**src/hdl/sbtt_pkg.sv**
```systemverilog
// Shared constants and types of the signal broadcast task table core.
// No dependencies; used by sbtt_ctrl, sbtt_dp and the top level.
package sbtt_pkg;

  localparam int NUM_SLOTS_DEF = 64;

  // request kinds
  localparam logic [1:0] REQ_WRITE = 2'd0;
  localparam logic [1:0] REQ_READ  = 2'd1;
  localparam logic [1:0] REQ_KILL  = 2'd2;

  localparam logic [5:0]  SIG_MAX   = 6'd32;
  localparam logic [5:0]  COUNT_MAX = 6'd63;
  localparam logic [15:0] SEL_ALL   = 16'hFFFF;

  // controller -> datapath
  typedef struct packed {
    logic latch;      // capture the incoming request
    logic wr;         // write the slot
    logic rd_cap;     // capture read data into the result
    logic scan_init;  // start a kill scan at slot 1
    logic scan_on;    // scan one slot this cycle
    logic load;       // move result into the output register
  } sbtt_cmd_t;

  // datapath -> controller
  typedef struct packed {
    logic kill_bad;   // signal number outside 1..32
    logic scan_last;  // last slot is being read
    logic out_free;   // output register can take a result
  } sbtt_sts_t;

endpackage

```
**src/hdl/sbtt_ctrl.sv**
```systemverilog
// Request sequencer of the task table core.
// Depends on sbtt_pkg; drives sbtt_dp through command and status structs.
module sbtt_ctrl (
  input  logic                  clk,
  input  logic                  rst,
  input  logic                  s_tvalid,
  output logic                  s_tready,
  input  logic [1:0]            req_type,
  input  sbtt_pkg::sbtt_sts_t   sts,
  output sbtt_pkg::sbtt_cmd_t   cmd
);

  localparam logic [2:0] S_IDLE  = 3'd0;
  localparam logic [2:0] S_WR    = 3'd1;
  localparam logic [2:0] S_RD    = 3'd2;
  localparam logic [2:0] S_RDC   = 3'd3;
  localparam logic [2:0] S_KCHK  = 3'd4;
  localparam logic [2:0] S_SCAN  = 3'd5;
  localparam logic [2:0] S_DRAIN = 3'd6;
  localparam logic [2:0] S_DONE  = 3'd7;

  logic [2:0] state;
  logic [2:0] state_next;

  assign s_tready = (state == S_IDLE) && !rst;

  always_ff @(posedge clk) begin
    if (rst) begin
      state <= S_IDLE;
    end else begin
      state <= state_next;
    end
  end

  always_comb begin
    state_next = state;
    cmd = '0;
    case (state)
      S_IDLE: begin
        if (s_tvalid && s_tready) begin
          cmd.latch = 1'b1;
          case (req_type)
            sbtt_pkg::REQ_WRITE: state_next = S_WR;
            sbtt_pkg::REQ_READ:  state_next = S_RD;
            sbtt_pkg::REQ_KILL:  state_next = S_KCHK;
            default:             state_next = S_DONE;
          endcase
        end
      end
      S_WR: begin
        cmd.wr = 1'b1;
        state_next = S_DONE;
      end
      S_RD: state_next = S_RDC;
      S_RDC: begin
        cmd.rd_cap = 1'b1;
        state_next = S_DONE;
      end
      S_KCHK: begin
        cmd.scan_init = 1'b1;
        state_next = sts.kill_bad ? S_DONE : S_SCAN;
      end
      S_SCAN: begin
        cmd.scan_on = 1'b1;
        if (sts.scan_last) state_next = S_DRAIN;
      end
      // last slot's data is checked here
      S_DRAIN: state_next = S_DONE;
      S_DONE: begin
        if (sts.out_free) begin
          cmd.load = 1'b1;
          state_next = S_IDLE;
        end
      end
      default: state_next = S_IDLE;
    endcase
  end

endmodule

```
**config.mk**
```make
export PLATFORM = sky130hd
export DESIGN_NAME = sbtt_ctrl
export DESIGN_NICKNAME = d
export VERILOG_FILES = /design/src/hdl/sbtt_pkg.sv /design/src/hdl/sbtt_ctrl.sv
export SDC_FILE = /design/constraint.sdc
export NUM_CORES = 1
export LEC_CHECK = 0
export ABC_AREA = 1
export BUFFER_PORTS_ARGS = -buffer_cell sky130_fd_sc_hd__buf_4
export CAP_MARGIN = 20
export CORE_AREA = 4 4 41 43
export CTS_CLUSTER_SIZE = 8
export DETAILED_ROUTE_END_ITERATION = 16
export DIE_AREA = 0 0 45 47
export GPL_ROUTABILITY_DRIVEN = 0
export PLACE_DENSITY = 0.47
export SETUP_SLACK_MARGIN = 0.4
export SLEW_MARGIN = 20
export SYNTH_ARGS = -nofsm -noshare
export SYNTH_HDL_FRONTEND = slang
export SYNTH_SLANG_ARGS = --single-unit
export TNS_END_PERCENT = 50
```
**constraint.sdc**
```tcl
create_clock -name clk -period 2 [get_ports clk]
set_input_delay 0.3 -clock clk [delete_from_list [all_inputs] [get_ports clk]]
set_output_delay 0.3 -clock clk [all_outputs]
set_load 0.02 [all_outputs]
```
; Word-level counts from Yosys, hierarchy flattened
; Index checks and enable logic that the tools add are counted.
[totals]
regBits = 3
latch_bits = 0
mem_bits_rw = 0
romBits = 0
in_bits = 8
out_inout_bits = 7
wordCells = 34
memories = 0
[op_classes]
n_addsub = 0
n_mul = 0
div_mod_pow = 0
magnitude_cmp = 0
n_eq_ne = 12
shifts = 0
muxes = 14
n_bitwise = 0
reduce_logical = 7
[ops]
columns = op, count
row1 = one-hot mux 3 bit (6 select lines), 1
row2 = "== test 3 bit, second input constant", 4
row3 = two-way mux 3 bit, 3
row4 = one-hot mux 3 bit (3 select lines), 1
row5 = two-way mux 1 bit, 8
row6 = "== test 3 x 2 -> 1 bit, second input constant", 2
row7 = "inequality test 2 bit, second input constant", 2
row8 = "== test 3 x 1 -> 1 bit, second input constant", 1
row9 = logical NOT 3 bit, 1
row10 = AND reduction 3 bit, 1
row11 = OR reduction 3 bit, 1
row12 = "== test 2 x 1 -> 1 bit, second input constant", 1
row13 = "== test 2 bit, second input constant", 1
row14 = logical AND 1 bit, 2
row15 = logical NOT 2 bit, 1
row16 = two-way mux 2 bit, 1
row17 = "inequality test 2 x 1 -> 1 bit, second input constant", 1
row18 = logical NOT 1 bit, 1

; Longest topological paths before layout
[logic_depth]
word_depth = 5
ltp_mapped = 8
ltp_nobuf = 8

; Least setup slack after synthesis
; No wires, ideal clock.
[synth_timing]
path_type = reg-to-output
from = register state[2]
to = output port cmd[5] in the netlist's numbering
t_arrival_ns = 1.092
t_required_ns = 1.700
path_slack_ns = 0.608
stages_incl_launch_ff = 4
path_buffers = 0
path_cell_list = dfxtp_1 > nor2_1 > nand2_1 > nor3_1
[synth_rtl]
columns = element, line_no
row1 = from (decl), sbtt_ctrl.sv:22  ; logic [2:0] state;
row2 = from (signal assigned), sbtt_ctrl.sv:31  ; state <= state_next;
row3 = to (decl), sbtt_ctrl.sv:10  ; output sbtt_pkg::sbtt_cmd_t cmd

==> impl_metrics.py <==
metrics = {
    "run_status": {
        "outcome": "finished, final reports clean",
    },
    "placed_design": {
        "place_area_um2": 420,
        "place_ws_ps": 623,
        "dpl.hpwl_um": 618,
        "port_buffers": 14,
    },
    "grt": {
        "grt_use_met1_pct": 9.07,
        "grt_max_degree": 8,
        "overflow": 0,
        "grt_use_met3_pct": 1.53,
        "met2_usage_pct": 13.0,
        "grt_usage_pct": 8.05,
        "antenna_found_initial": 0,
        "busiest_layer": "met2",
        "first_global_vias": 321,
        "grt_pass1_wl_um": 1210,
    },
    "setup_path": {
        "critical_path_class": "register to output pin",
        "rr_worst_depth": 6,
        "setup.worst_path.start": "state[0]",
        "crit_path_start_kind": "register",
        "crit_path_end_kind": "output pin",
        "cp_max_fo": 7,
        "endpoint": "cmd[0]",
        "ff2ff_setup_slack_ps": 910,
        "critPathArrivalTime_ps": 1250,
        "rr_startpoint": "state[2]",
        "worstPathRequired_ps": 1700,
        "reg2reg_to": "state[0]",
    },
    "min_path": {
        "hold_path.class": "input port to register",
    },
    "timing": {
        "period_share_pct": 77.3,
        "finalHoldViolations": 0,
        "fmax_ghz": 0.647,
        "finClkSkew_ps": 4.38,
        "slew_viol_final": 0,
        "slew_headroom_pct": 84.2,
        "fin_tns_setup_ps": 0,
        "rsz0062_at_grt": "yes",
        "holdWs_ps": 265,
        "worst-slew-pin-transition_ps": 236,
        "finalCriticalPeriod_ps": 1550,
        "setup_slack_ps": 453,
        "setup_violations": 0,
    },
    "logic_synthesis": {
        "synth_top_area_share_pct": 20.3,
        "synth_top_area_cell": "dfxtp_1",
        "ys_types": 14,
        "synth_cells": 50,
        "yosys_warnings": 0,
        "syn_nets": 61,
        "synth_area_um2": 297,
        "ys_ff_latch": 3,
        "syn_area_per_cell_um2": 5.93,
        "ys_top_cells_by_area": "dfxtp_1 20%, nand2_1 14%, ha_1 13%",
        "ys_seq_area_share_pct": 20.3,
    },
    "cts": {
        "tritoncts": "built",
        "cts_buffer_depth": 2,
        "postCtsSetupBuffers": 0,
        "ctsHtreeMaxLevel": 1,
        "cts_sinks": 3,
        "root_buffer": "clkbuf_4",
        "clock_latency_ps": 230,
        "holdBufCountCts": 0,
        "cts_buffers": 3,
        "path_clk_slew_ps": 40,
    },
    "die": {
        "start_util_pct": 22.8,
        "fp.dieH_um": 47,
        "dieArea_mm2": 0.00212,
        "die_width_um": 45,
        "rows": 13,
        "core_mm2": 0.00130,
        "ioPinCount": 15,
    },
    "final_layout": {
        "postLayoutCellArea_um2": 450,
        "drive_above_1_share_pct": 33.8,
        "regMostFlops": "state",
        "layout.nets": 80,
        "largest_reg_flops": 3,
        "antenna_cells": 0,
        "syn_to_final_growth_pct": 51.9,
        "reg_top3": "state (3)",
    },
    "routing": {
        "dr.pass1.iters": 4,
        "wire_per_inst_um": 8.90,
        "drt_iter0_drc": 5,
        "viasPerCell": 4.12,
        "drt_wl_total_um": 739,
        "vias": 342,
        "drc": 0,
        "ant_nets": 0,
    },
    "power": {
        "power.total_uw": 481,
        "p_per_area_mw_per_mm2": 1070,
        "peakVddDrop_mv": 0.241,
        "leakage_nw": 0.251,
    },
    "flow_run": {
        "maxCapViolCount": 0,
    },
}
-- what timing repair did --
item / 4_1_cts / 5_1_grt
setup endpoints to repair: 1 / 2
resized for setup: 3 / 0
endpoints found under the hold margin: 0 / 0
-- metrics by stage --
| stage | utilization, % | cells |
|---|---|---|
| 6_report | 34.6 | 83 |
| 5_1_grt | 34.6 | 83 |
| 4_1_cts | 34.6 | 83 |
| 3_5_place_dp | 32.3 | 79 |
| 3_3_place_gp | 32.3 | 79 |
| 2_1_floorplan | - | 50 |
-- cells in the mapped netlist --
library cell	count
nand2_1	11
inv_1	10
nor2_1	8
dfxtp_1	3
ha_1	3
nand3_1	3
nor3_1	3
o21ai_0	2
o21ai_1	2
a21oi_1	1
a31oi_1	1
nand3_2	1
nor2_2	1
o211ai_2	1
-- power by group --
part | switching (mW) | internal, mW
Combinational | 0.154 | 0.101
Clock | 0.0316 | 0.0748
Sequential | 0.0336 | 0.0859
-- logic make-up (layout without fill, tap and decap cells) --
kind of cell	after synthesis	count (layout)	synth area share [%]
AO/OA/AOI/OAI	7	7	14.8
buffers and inverters	10	28	12.7
AND/OR/NAND/NOR	27	27	39.7
flip-flops	3	3	20.3
adder cells (fa/ha/maj)	3	3	12.7
-- worst min-delay path by stage --
stage / start / endpoint / slack, ps / depth (start not counted)
floorplan: rst / state[1] / 370 / 1
global placement: rst / state[1] / 520 / 2
detailed placement: rst / state[1] / 510 / 2
CTS: rst / state[1] / 260 / 2
global route: rst / state[1] / 260 / 2
finish: rst / state[1] / 260 / 2
-- metal layers --
| metal | vias to the layer above | part of all wire [%] |
|---|---|---|
| met1 | 136 | 42 |
| met2 | 12 | 49 |
| met5 | - | 0 |
| met4 | 0 | 0 |
| met3 | 0 | 9.1 |
| li1 | 194 | - |
-- layout by cell type (no fill, tap or decap), types with 2 or more instances in the layout --
cell / synthesis / routed
buf_4: 0 / 14
nand2_1: 11 / 11
inv_1: 10 / 10
nor2_1: 8 / 8
nor3_1: 3 / 3
nand3_1: 3 / 3
ha_1: 3 / 3
clkbuf_4: 0 / 3
dfxtp_2: 0 / 3
o21ai_1: 2 / 2
o21ai_0: 2 / 2
-- critical path: stages (launching register included) --
cell     delay (ps)
dfxtp_2         370
nand2_1         110
nor3_1          160
nor2_1           90
nand2_1          80
nor2_1           40
buf_4           150
-- cell type report --
class                   instances  area [µm²]
multi-input cells              37         199
repair buffers                 14         105
well taps                      15        18.8
fillers                       153         851
flip-flops and latches          3        63.8
clock buffers                   4        26.3
inverters                      10        37.5
No activity file was read; power rests on OpenSTA's default activity.
